$ cat src/rtl/core/mdag_pkg.sv
// ----------------------------------------------------------------------------
// mdag_pkg
// Shared types and constants of the array address generator: table sizes,
// stream field widths, command codes and the queue entry format.
// ----------------------------------------------------------------------------
`default_nettype none

package mdag_pkg;

   // Descriptor table sizes
   localparam int NUM_ARRAYS = 64;
   localparam int MAX_DIMS   = 16;
   localparam int ID_W       = (NUM_ARRAYS > 1) ? $clog2(NUM_ARRAYS) : 1;
   localparam int DIM_W      = (MAX_DIMS > 1) ? $clog2(MAX_DIMS) : 1;
   localparam int SLOT_W     = ID_W + DIM_W;
   localparam int CNT_W      = $clog2(MAX_DIMS + 1);

   // Fixed item field widths
   localparam int ARRAY_ID_W = 6;
   localparam int DIM_NUM_W  = 4;
   localparam int BASE_W     = 31;
   localparam int ELEM_W     = 16;
   localparam int WORD_W     = 32;

   // Stream payload widths (data widths padded to whole bytes)
   localparam int REQ_DATA_W = 160;
   localparam int REQ_USER_W = 2;
   localparam int RSP_DATA_W = 40;

   // Command queue between front and back
   localparam int QUEUE_DEPTH = 2;
   localparam int QPTR_W      = (QUEUE_DEPTH > 1) ? $clog2(QUEUE_DEPTH) : 1;
   localparam int QCNT_W      = $clog2(QUEUE_DEPTH + 1);

   // Command codes on tuser
   typedef enum logic [1:0] {
      CMD_HEADER = 2'd0,
      CMD_BOUNDS = 2'd1,
      CMD_QUERY  = 2'd2
   } cmd_type;

   // Work kinds handed to the back end
   typedef enum logic [1:0] {
      OP_HEADER,
      OP_BOUNDS,
      OP_QUERY
   } op_type;

   // One queued job
   //   word_a: base (header), lower bound (bounds), subscript (query)
   //   word_b: element size (header), extent (bounds)
   typedef struct packed {
      op_type                  op;
      logic [ARRAY_ID_W-1:0]   id;
      logic [DIM_W-1:0]        dim;
      logic [WORD_W-1:0]       word_a;
      logic [WORD_W-1:0]       word_b;
      logic                    last;
   } job_type;

   // Back-end control states
   typedef enum logic [2:0] {
      ST_IDLE,
      ST_MUL,
      ST_ACC,
      ST_SCALE,
      ST_ADDR
   } state_type;

endpackage

`default_nettype wire

$ cat src/rtl/core/mdag_front.sv
// ----------------------------------------------------------------------------
// mdag_front
// Input side: unpacks a request item, classifies the command, drops unused
// codes and out-of-range dimensions, and forms the dimension extent.
// ----------------------------------------------------------------------------
`default_nettype none

module mdag_front (
   input  wire logic                               req_tvalid,
   output logic                                    req_tready,
   input  wire logic [mdag_pkg::REQ_DATA_W-1:0]    req_tdata,
   input  wire logic [mdag_pkg::REQ_USER_W-1:0]    req_tuser,
   input  wire logic                               req_tlast,
   output logic                                    push_valid,
   input  wire logic                               push_ready,
   output mdag_pkg::job_type                       push_job
);

   logic [mdag_pkg::ARRAY_ID_W-1:0] array_id;
   logic [mdag_pkg::DIM_NUM_W-1:0]  dim_number;
   logic [mdag_pkg::BASE_W-1:0]     base_addr;
   logic [mdag_pkg::ELEM_W-1:0]     elem_bytes;
   logic [mdag_pkg::WORD_W-1:0]     lo_bound;
   logic [mdag_pkg::WORD_W-1:0]     hi_bound;
   logic [mdag_pkg::WORD_W-1:0]     index_value;
   logic                            keep;

   // Field unpacking, lowest field first
   assign array_id     = req_tdata[5:0];
   assign dim_number   = req_tdata[9:6];
   assign base_addr    = req_tdata[40:10];
   assign elem_bytes   = req_tdata[56:41];
   assign lo_bound     = req_tdata[88:57];
   assign hi_bound     = req_tdata[120:89];
   assign index_value  = req_tdata[152:121];

   // Classify and build the queue entry
   always_comb begin
      keep            = 1'b0;
      push_job.op     = mdag_pkg::OP_QUERY;
      push_job.id     = array_id;
      push_job.dim    = mdag_pkg::DIM_W'(dim_number);
      push_job.word_a = index_value;
      push_job.word_b = '0;
      push_job.last   = req_tlast;
      case (mdag_pkg::cmd_type'(req_tuser))
         mdag_pkg::CMD_HEADER: begin
            keep            = 1'b1;
            push_job.op     = mdag_pkg::OP_HEADER;
            push_job.word_a = {1'b0, base_addr};
            push_job.word_b = {{(mdag_pkg::WORD_W - mdag_pkg::ELEM_W){1'b0}}, elem_bytes};
         end
         mdag_pkg::CMD_BOUNDS: begin
            keep            = (32'(dim_number) < 32'(mdag_pkg::MAX_DIMS));
            push_job.op     = mdag_pkg::OP_BOUNDS;
            push_job.word_a = lo_bound;
            push_job.word_b = hi_bound - lo_bound + 32'd1;
         end
         mdag_pkg::CMD_QUERY: begin
            keep = 1'b1;
         end
         default: begin
            keep = 1'b0;
         end
      endcase
   end

   // Dropped items are consumed as soon as the queue could take one
   assign req_tready = push_ready;
   assign push_valid = req_tvalid && keep;

endmodule

`default_nettype wire

$ cat config.mk
export PLATFORM = sky130hd
export DESIGN_NAME = mdag_front
export DESIGN_NICKNAME = d
export VERILOG_FILES = /design/src/rtl/core/mdag_pkg.sv /design/src/rtl/core/mdag_front.sv
export SDC_FILE = /design/constraint.sdc
export NUM_CORES = 1
export LEC_CHECK = 0
export BUFFER_PORTS_ARGS = -buffer_cell sky130_fd_sc_hd__buf_2
export CORE_MARGIN = 2
export CORE_UTILIZATION = 40
export DETAILED_ROUTE_END_ITERATION = 10
export PLACE_DENSITY = 0.79
export SYNTH_ARGS = -nofsm -noshare
export SYNTH_HDL_FRONTEND = slang
export SYNTH_SLANG_ARGS = --single-unit
$ cat constraint.sdc
create_clock -name vclk -period 5.99
set_clock_uncertainty 0.15 [all_clocks]
set_input_delay 0.599 -clock vclk [all_inputs]
set_output_delay 0.599 -clock vclk [all_outputs]
set_load 0.03 [all_outputs]
==> qor.tcl <==
set qor(run_status) {completed}
set qor(synth_cells) 491
set qor(cpLargestDelayFamily) {compound AO/OA/AOI/OAI gates}
set qor(drt-initial-drc-count) 171
set qor(ioPinCount) 244
set qor(worst-endpoint-arrival_ns) 3.56
set qor(worstSetupEndpointType) {output port}
set qor(dr_total_vias) 4098
set qor(critical_path_class) {in -> out}
set qor(seq_area_frac_synth_pct) 0
set qor(start_util_pct) 41.02
set qor(post_cts_buffers) 0
set qor(first_global_vias) 3693
set qor(grt_pass1_wl_um) 16130
set qor(seq_cells) 0
set qor(area_delta_synth_final_pct) 30.67
set qor(drt-pass1-iter-count) 4
set qor(layout_setup_ws_ns) 1.680
set qor(final_nets) 898
set qor(drive_above_1_share_pct) 35.58
set qor(mappedNetlistArea_mm2) 0.003353
set qor(die_height_um) 95.56
set qor(placedInstanceArea_mm2) 0.004382
set qor(critPathMaxStageDelay_ns) 0.40
set qor(wl_um) 10240
set qor(cts.hold.buffers_added) 0
set qor(clockBufferCount) 0
set qor(p_leak_nw) 2.610
set qor(fin_hold_ws_ns) 1.048
set qor(place_ws_ns) 1.687
set qor(grt_setup_unrepaired) {no}
set qor(grt.total_usage_pct) 21.04
set qor(number_of_max_cap_violations) 0
set qor(min_delay_worst_endpoint) {push_job[73]}
set qor(mean_cell_area_of_the_mapped_netlist_um2) 6.829
set qor(holdPathStages) 0
set qor(critPathMaxFanout) 6
set qor(layout.cell_area.non_filler_mm2) 0.004382
set qor(die_area_mm2) 0.009132
set qor(p_per_area_mw_per_mm2) 119.8
set qor(ant_nets) 0
set qor(wire_per_inst_um) 13.22
set qor(hold_path.startpoint) {req_tdata[4]}
set qor(maxSlewViolCount) 0
set qor(core_mm2) 0.008175
set qor(yosys_warnings) 0
set qor(dp_cells) 774
set qor(finalHoldViolCount) 0
set qor(setup_viol_count_final) 0
set qor(die_span_x_um) 95.56
set qor(detailedPlacementHpwl_um) 8566
set qor(accumulated_negative_setup_slack_ns) 0
set qor(worst_ep_required_time_ns) 5.24
set qor(remaining_drc_errors) 0
set qor(antennaDiodeCount) 0
set qor(hold_class) {in -> out}
set qor(synthDistinctLibCells) 61
set qor(cp_cell_sequence) {buf_2, ha_1, inv_1, ha_1, inv_1, fa_1, and2b_1, o211ai_2, a31oi_2, a221oi_2, o21ai_1, a41oi_1, mux2i_1, buf_2}
set qor(route.detailed.vias_per_inst) 5.295
set qor(routability_congestion_estimate) 0.8560
set qor(numPortBuffers) 213
set qor(finalCritPeriodShare_pct) 71.96
set qor(tightest_slew_ns) 0.8205
set qor(peak_supply_drop_uv) 73.28
set qor(synth.net_count) 718
set qor(headroom_to_the_max_slew_limit_pct) 45.30
set qor(fp-row-count) 33
set qor(grt_max_degree) 82
set qor(globalRouteOverflowTotal) 0
set qor(cts.repair.resized) 0
set qor(finalWorstPathRequiredPeriod_ns) 4.310
set qor(final_cells) 774
set qor(antenna_found_initial) 0
set qor(layout_commonest_cell) {sky130_fd_sc_hd__buf_2}
set qor(maxClockFrequency_mhz) 232.0
set qor(regArea_um2) 0
set qor(path_buf_inv) 4
set qor(layout.cells.most_common_list) {sky130_fd_sc_hd__buf_2, sky130_fd_sc_hd__ha_1, sky130_fd_sc_hd__nand2_1, sky130_fd_sc_hd__mux2i_1, sky130_fd_sc_hd__o21ai_0}
set qor(setup.worst_path.start_class) {primary input}
set qor(cp_slowest_cell) {sky130_fd_sc_hd__o21ai_1}
## stage by stage
stage	utilization (%)	power (mW)
detailed placement	53.60	0.5228
global placement	53.60	0.5132
CTS	53.60	0.5257
global route	53.60	0.5813
floorplan	-	0.3869
finish	53.60	0.5249
## cell usage after synthesis, types with 7 or more instances
master	instances	share of area [%]
sky130_fd_sc_hd__a21o_1	17	3.8
sky130_fd_sc_hd__a21oi_1	30	4.5
sky130_fd_sc_hd__and3_1	7	1.3
sky130_fd_sc_hd__buf_4	12	2.7
sky130_fd_sc_hd__clkbuf_1	22	2.5
sky130_fd_sc_hd__ha_1	61	23
sky130_fd_sc_hd__inv_1	43	4.8
sky130_fd_sc_hd__mux2i_1	47	14
sky130_fd_sc_hd__nand2_1	57	6.4
sky130_fd_sc_hd__nor2_1	32	3.6
sky130_fd_sc_hd__o21ai_0	47	7.0
sky130_fd_sc_hd__or2_2	7	1.3
sky130_fd_sc_hd__xnor2_1	9	2.4
sky130_fd_sc_hd__xor2_1	8	2.1
## cell families after synthesis
| logic type | synth area share [%] |
|---|---|
| compound gates | 28.02 |
| xor+xnor | 4.441 |
| fa+ha+maj | 23.36 |
| buf+inv | 10.52 |
| mux | 14.03 |
| simple gates | 19.63 |
## how the worst max path moves through the flow
stage,from,end,depth (start not counted)
final,req_tdata[58],push_job[30],14
after CTS,req_tdata[58],push_job[28],14
after global placement,req_tdata[58],push_job[28],14
after floorplan,req_tdata[90],push_job[30],13
after global routing,req_tdata[58],push_job[30],14
after detailed placement,req_tdata[58],push_job[28],14
## final cells by class
class              count  area [µm²]
repair buffers       215        1081
multi-input cells    409        3000
fillers              776        3794
inverters             45       168.9
well taps            105       131.4
## power breakdown
part	switching [mW]	total (mW)	leakage, nW	internal [mW]
logic	0.319	0.525	2.61	0.206
clock network	0	0	0	0
registers	0	0	0	0
## routing by layer
metal	part of all wire, %	track usage (%)	up-vias
li1	-	-	2104
met1	43	26.06	1827
met2	50	39.74	155
met3	6.4	1.739	12
met4	0.97	3.452	0
met5	0	0	-
Note: power is estimated with default switching activity, not from simulation.
