### src/rtl/core/mdag_pkg.sv
// ----------------------------------------------------------------------------
// mdag_pkg
// Shared types and constants of the array address generator: table sizes,
// stream field widths, command codes and the queue entry format.
// ----------------------------------------------------------------------------
`default_nettype none

package mdag_pkg;

   // Descriptor table sizes
   localparam int NUM_ARRAYS = 64;
   localparam int MAX_DIMS   = 16;
   localparam int ID_W       = (NUM_ARRAYS > 1) ? $clog2(NUM_ARRAYS) : 1;
   localparam int DIM_W      = (MAX_DIMS > 1) ? $clog2(MAX_DIMS) : 1;
   localparam int SLOT_W     = ID_W + DIM_W;
   localparam int CNT_W      = $clog2(MAX_DIMS + 1);

   // Fixed item field widths
   localparam int ARRAY_ID_W = 6;
   localparam int DIM_NUM_W  = 4;
   localparam int BASE_W     = 31;
   localparam int ELEM_W     = 16;
   localparam int WORD_W     = 32;

   // Stream payload widths (data widths padded to whole bytes)
   localparam int REQ_DATA_W = 160;
   localparam int REQ_USER_W = 2;
   localparam int RSP_DATA_W = 40;

   // Command queue between front and back
   localparam int QUEUE_DEPTH = 2;
   localparam int QPTR_W      = (QUEUE_DEPTH > 1) ? $clog2(QUEUE_DEPTH) : 1;
   localparam int QCNT_W      = $clog2(QUEUE_DEPTH + 1);

   // Command codes on tuser
   typedef enum logic [1:0] {
      CMD_HEADER = 2'd0,
      CMD_BOUNDS = 2'd1,
      CMD_QUERY  = 2'd2
   } cmd_type;

   // Work kinds handed to the back end
   typedef enum logic [1:0] {
      OP_HEADER,
      OP_BOUNDS,
      OP_QUERY
   } op_type;

   // One queued job
   //   word_a: base (header), lower bound (bounds), subscript (query)
   //   word_b: element size (header), extent (bounds)
   typedef struct packed {
      op_type                  op;
      logic [ARRAY_ID_W-1:0]   id;
      logic [DIM_W-1:0]        dim;
      logic [WORD_W-1:0]       word_a;
      logic [WORD_W-1:0]       word_b;
      logic                    last;
   } job_type;

   // Back-end control states
   typedef enum logic [2:0] {
      ST_IDLE,
      ST_MUL,
      ST_ACC,
      ST_SCALE,
      ST_ADDR
   } state_type;

endpackage

`default_nettype wire

### src/rtl/core/mdag_queue.sv
// ----------------------------------------------------------------------------
// mdag_queue
// Short job FIFO that decouples the input side from the table engine.
// ----------------------------------------------------------------------------
`default_nettype none

module mdag_queue (
   input  wire logic               clock,
   input  wire logic               reset,
   input  wire logic               push_valid,
   output logic                    push_ready,
   input  wire mdag_pkg::job_type  push_job,
   output logic                    pop_valid,
   input  wire logic               pop_ready,
   output mdag_pkg::job_type       pop_job
);

   mdag_pkg::job_type                  slots_ff [mdag_pkg::QUEUE_DEPTH];
   logic [mdag_pkg::QPTR_W-1:0]        wr_ptr_ff, wr_ptr_in;
   logic [mdag_pkg::QPTR_W-1:0]        rd_ptr_ff, rd_ptr_in;
   logic [mdag_pkg::QCNT_W-1:0]        count_ff, count_in;
   logic                               do_push;
   logic                               do_pop;

   assign push_ready = (count_ff != mdag_pkg::QCNT_W'(mdag_pkg::QUEUE_DEPTH));
   assign pop_valid  = (count_ff != '0);
   assign pop_job    = slots_ff[rd_ptr_ff];
   assign do_push    = push_valid && push_ready;
   assign do_pop     = pop_valid && pop_ready;

   // Pointer and fill count update
   always_comb begin
      wr_ptr_in = wr_ptr_ff;
      rd_ptr_in = rd_ptr_ff;
      count_in  = count_ff;
      if (do_push) begin
         wr_ptr_in = (wr_ptr_ff == mdag_pkg::QPTR_W'(mdag_pkg::QUEUE_DEPTH - 1)) ?
                     '0 : wr_ptr_ff + 1'b1;
      end
      if (do_pop) begin
         rd_ptr_in = (rd_ptr_ff == mdag_pkg::QPTR_W'(mdag_pkg::QUEUE_DEPTH - 1)) ?
                     '0 : rd_ptr_ff + 1'b1;
      end
      if (do_push && !do_pop) begin
         count_in = count_ff + 1'b1;
      end else if (do_pop && !do_push) begin
         count_in = count_ff - 1'b1;
      end
   end

   always_ff @(posedge clock) begin
      if (reset) begin
         wr_ptr_ff <= '0;
         rd_ptr_ff <= '0;
         count_ff  <= '0;
      end else begin
         wr_ptr_ff <= wr_ptr_in;
         rd_ptr_ff <= rd_ptr_in;
         count_ff  <= count_in;
      end
   end

   // Entry storage
   always_ff @(posedge clock) begin
      if (do_push) begin
         slots_ff[wr_ptr_ff] <= push_job;
      end
   end

endmodule

`default_nettype wire

### config.mk
export PLATFORM = sky130hd
export DESIGN_NAME = mdag_queue
export DESIGN_NICKNAME = d
export VERILOG_FILES = /design/src/rtl/core/mdag_pkg.sv /design/src/rtl/core/mdag_queue.sv
export SDC_FILE = /design/constraint.sdc
export NUM_CORES = 1
export LEC_CHECK = 0
export ABC_AREA = 1
export BUFFER_PORTS_ARGS = -buffer_cell sky130_fd_sc_hd__buf_2
export CORE_MARGIN = 2
export CORE_UTILIZATION = 45
export CTS_BUF_LIST = sky130_fd_sc_hd__clkbuf_4 sky130_fd_sc_hd__clkbuf_8
export CTS_CLUSTER_DIAMETER = 120
export DETAILED_ROUTE_END_ITERATION = 6
export PLACE_DENSITY = 0.79
export SLEW_MARGIN = 25
export SYNTH_ARGS = -nofsm -noshare
export SYNTH_HDL_FRONTEND = slang
export SYNTH_SLANG_ARGS = --single-unit
### constraint.sdc
create_clock -name clock -period 4.7 [get_ports clock]
set_clock_uncertainty 0.2 [all_clocks]
set_input_delay 0.235 -clock clock [delete_from_list [all_inputs] [get_ports clock]]
set_output_delay 0.235 -clock clock [all_outputs]
set_load 0.01 [all_outputs]
==> flow_summary.json <==
{
  "status": "completed",
  "tritoncts": "done",
  "ir_drop_mv": 0.2759,
  "grt_pass1_vias": 3662,
  "post_drt_wl_per_cell_um": 15.96,
  "crit_end": "pop_job[3]",
  "combPwrFrac_pct": 24.3,
  "synth-edff-count": 154,
  "internal_power_mw": 2.922,
  "hold_viol_final": 0,
  "synthArstFlopShare_pct": 0,
  "dr.pass1.iters": 4,
  "r2r_end": "slots_ff[1][27]$_DFFE_PP_",
  "synth_area_per_cell_sq_um": 21.41,
  "drc": 0,
  "synth_cell_types": 15,
  "endpoint_kind": "output port",
  "yosys_most_used_dff": "edfxtp_1",
  "crit_required_ps": 4260,
  "gr-total-overflow": 0,
  "post-route-period-util_pct": 52.93,
  "core-area_sq_um": 12720,
  "stdcell_count": 714,
  "worst_pin_slew_ps": 756.5,
  "setup-violations-final": 0,
  "pwr-share-clk_pct": 28.4,
  "areaGrowthSynthToFinish_pct": 37.93,
  "cpPeakStageDelay_ps": 540,
  "tns_ps": 0,
  "ios": 160,
  "r2r_start": "count_ff[0]$_SDFFE_PP0P_",
  "cts_root_buf": "clkbuf_8",
  "setup.worst_path.class": "reg2out",
  "yosys_warnings": 0,
  "gp_congestion": 0.7014,
  "crit_slowest_cell": "dfxtp_4",
  "numCtsBuffers": 17,
  "viasPerCell": 4.709,
  "p_leak_nw": 3.162,
  "synthCells": 277,
  "synth_seq_area_share_pct": 79.66,
  "cts_buffer_depth": 2,
  "dieArea_sq_um": 14110,
  "powerDensity_nw_per_um2": 481.7,
  "worstSkewPairLatency_ps": 440,
  "path_clk_slew_ps": 80,
  "maxSlewHeadroom_pct": 49.57,
  "wirelength_um": 11400,
  "reg2regPathDepth": 5,
  "nets": 611,
  "cts_resized": 0,
  "dp.cells": 603,
  "seq_power_share_pct": 47.3,
  "cp.arrival_ps": 2050,
  "final_antenna_net_count": 0,
  "period_minus_slack_ps": 2488,
  "fp.dieH_um": 118.8,
  "clock-sinks": 159,
  "gr-usage-all-layers_pct": 16.43,
  "start_kind": "flop",
  "syn_nets": 359,
  "drv_cap": 0,
  "vias": 3362,
  "antenna_cells": 0,
  "start_util_pct": 46.62,
  "num_rows": 41,
  "grt_max_degree": 78,
  "hold_path_depth": 4,
  "p_sw_mw": 1.019,
  "antenna_found_initial": 0,
  "yosys.area.top_type": "edfxtp_1",
  "synth_commonest_cells": "edfxtp_1, mux2_2, mux2_4",
  "power.share.switching_pct": 25.85,
  "yosysMostFrequentCell": "edfxtp_1",
  "post_cts_buffers": 0,
  "hold_class": "in2reg",
  "ff2ff_setup_slack_ps": 2650,
  "slew_violations": 0,
  "syn_area_sq_um": 5931,
  "drive_above_1_share_pct": 50.74,
  "rsz0062_at_grt": "no",
  "cp_max_fo": 33,
  "die_x_um": 118.8,
  "h-tree-depth": 4,
  "cp_common_cell": "buf_12",
  "grt_pass1_wl_um": 17530,
  "port_buffers": 159,
  "path_cells": "buf_12 > buf_12 > mux2_2 > buf_2",
  "synth_area_leaders": "edfxtp_1, mux2_2, mux2_4, dfxtp_1, buf_8",
  "fmax_mhz": 402.0,
  "dp_hpwl_um": 6364,
  "yosysTopAreaCellShare_pct": 77.97,
  "drt_iter0_drc": 211,
  "synth_seq_cells": 159
}
power by group through the flow:
stage | registers (mW) | logic (mW) | clock network (mW)
final | 1.86 | 0.957 | 1.12
after CTS | 1.87 | 0.963 | 1.15
after detailed placement | 1.90 | 0.910 | 0
after global placement | 1.95 | 0.814 | 0
after global routing | 1.88 | 1.03 | 1.20
after floorplan | 1.88 | 0.617 | 0
registers in the layout, indices dropped and copies added (netlist names), named ones only:
signal	flops
wr_ptr_ff	1
rd_ptr_ff	1
slots_ff	154
count_ff	2
per-stage QoR:
| step | utilization, % | setup slack, ps | hold WS (ps) | total power, mW | area (sq um) |
|---|---|---|---|---|---|
| floorplan | - | 163.8 | 133.9 | 2.495 | 5931 |
| global placement | 54.14 | 2500 | 222.1 | 2.762 | 6888 |
| detailed placement | 54.46 | 2466 | 228.1 | 2.808 | 6928 |
| CTS | 64.24 | 2149 | 75.53 | 3.979 | 8173 |
| global route | 64.30 | 2108 | 141.4 | 4.113 | 8180 |
| finish | 64.30 | 2212 | 122.5 | 3.941 | 8180 |
worst min path at each step:
stage / to / slack [ps] / start
detailed placement: slots_ff[0][31]$_DFFE_PP_ / 230 / push_job[31]
floorplan: slots_ff[0][0]$_DFFE_PP_ / 130 / push_job[0]
global route: wr_ptr_ff$_SDFFE_PP0P_ / 140 / push_valid
global placement: slots_ff[1][70]$_DFFE_PP_ / 220 / push_job[70]
CTS: wr_ptr_ff$_SDFFE_PP0P_ / 80 / push_valid
finish: wr_ptr_ff$_SDFFE_PP0P_ / 120 / push_valid
kinds of logic (layout without fill, tap and decap cells):
| logic type | Yosys count | count (layout) | synth area share, % |
|---|---|---|---|
| AND/OR/NAND/NOR | 19 | 19 | 1.287 |
| flip-flops | 159 | 159 | 79.66 |
| multiplexers | 77 | 77 | 16.52 |
| buffers and inverters | 17 | 282 | 1.983 |
| AO/OA/AOI/OAI | 4 | 4 | 0.3376 |
| adder cells (fa/ha/maj) | 1 | 1 | 0.2109 |
metal layers:
layer / share of wire [%] / vias up / wire, um / global-route usage, %
met1: 39 / 1651 / 4426 / 17.52
met5: 0 / - / 0 / 0
met3: 5.4 / 18 / 618 / 5.550
met2: 54 / 118 / 6140 / 29.06
li1: - / 1575 / - / -
met4: 1.8 / 0 / 210 / 7.887
layout make-up:
cell class / instances / area [sq um]
multi-input cells: 101 / 1104
well taps: 172 / 215.2
fillers: 896 / 4542
clock inverters: 11 / 190.2
inverters: 8 / 30.03
repair buffers: 242 / 1649
flip-flops and latches: 159 / 4728
clock buffers: 21 / 264.0
cells in the final DEF (no fill, tap or decap):
cell,n
buf_2,159
edfxtp_1,154
dlygate4sd3_1,79
mux2_2,47
mux2_4,30
clkbuf_8,17
nand2_1,9
inv_1,8
nor2_1,5
bufinv_16,5
clkinvlp_4,4
clkbuf_4,4
dfxtp_1,4
nor2_4,2
o21ai_0,2
a21oi_1,2
nand3_1,2
clkinv_2,2
buf_12,2
buf_6,2
nand4_1,1
ha_1,1
dfxtp_4,1
worst max-delay path: cells and delay by family, from the launching register on:
family	cells	cell delay (ps)
buf+inv	3	680
mux	1	380
flops	1	540
repair_timing:
action / in CTS / in global routing
hold buffers: 79 / 0
setup endpoints to repair: 0 / 0
hold endpoints to repair: 159 / 0
No activity file was read; power rests on OpenSTA's default activity.
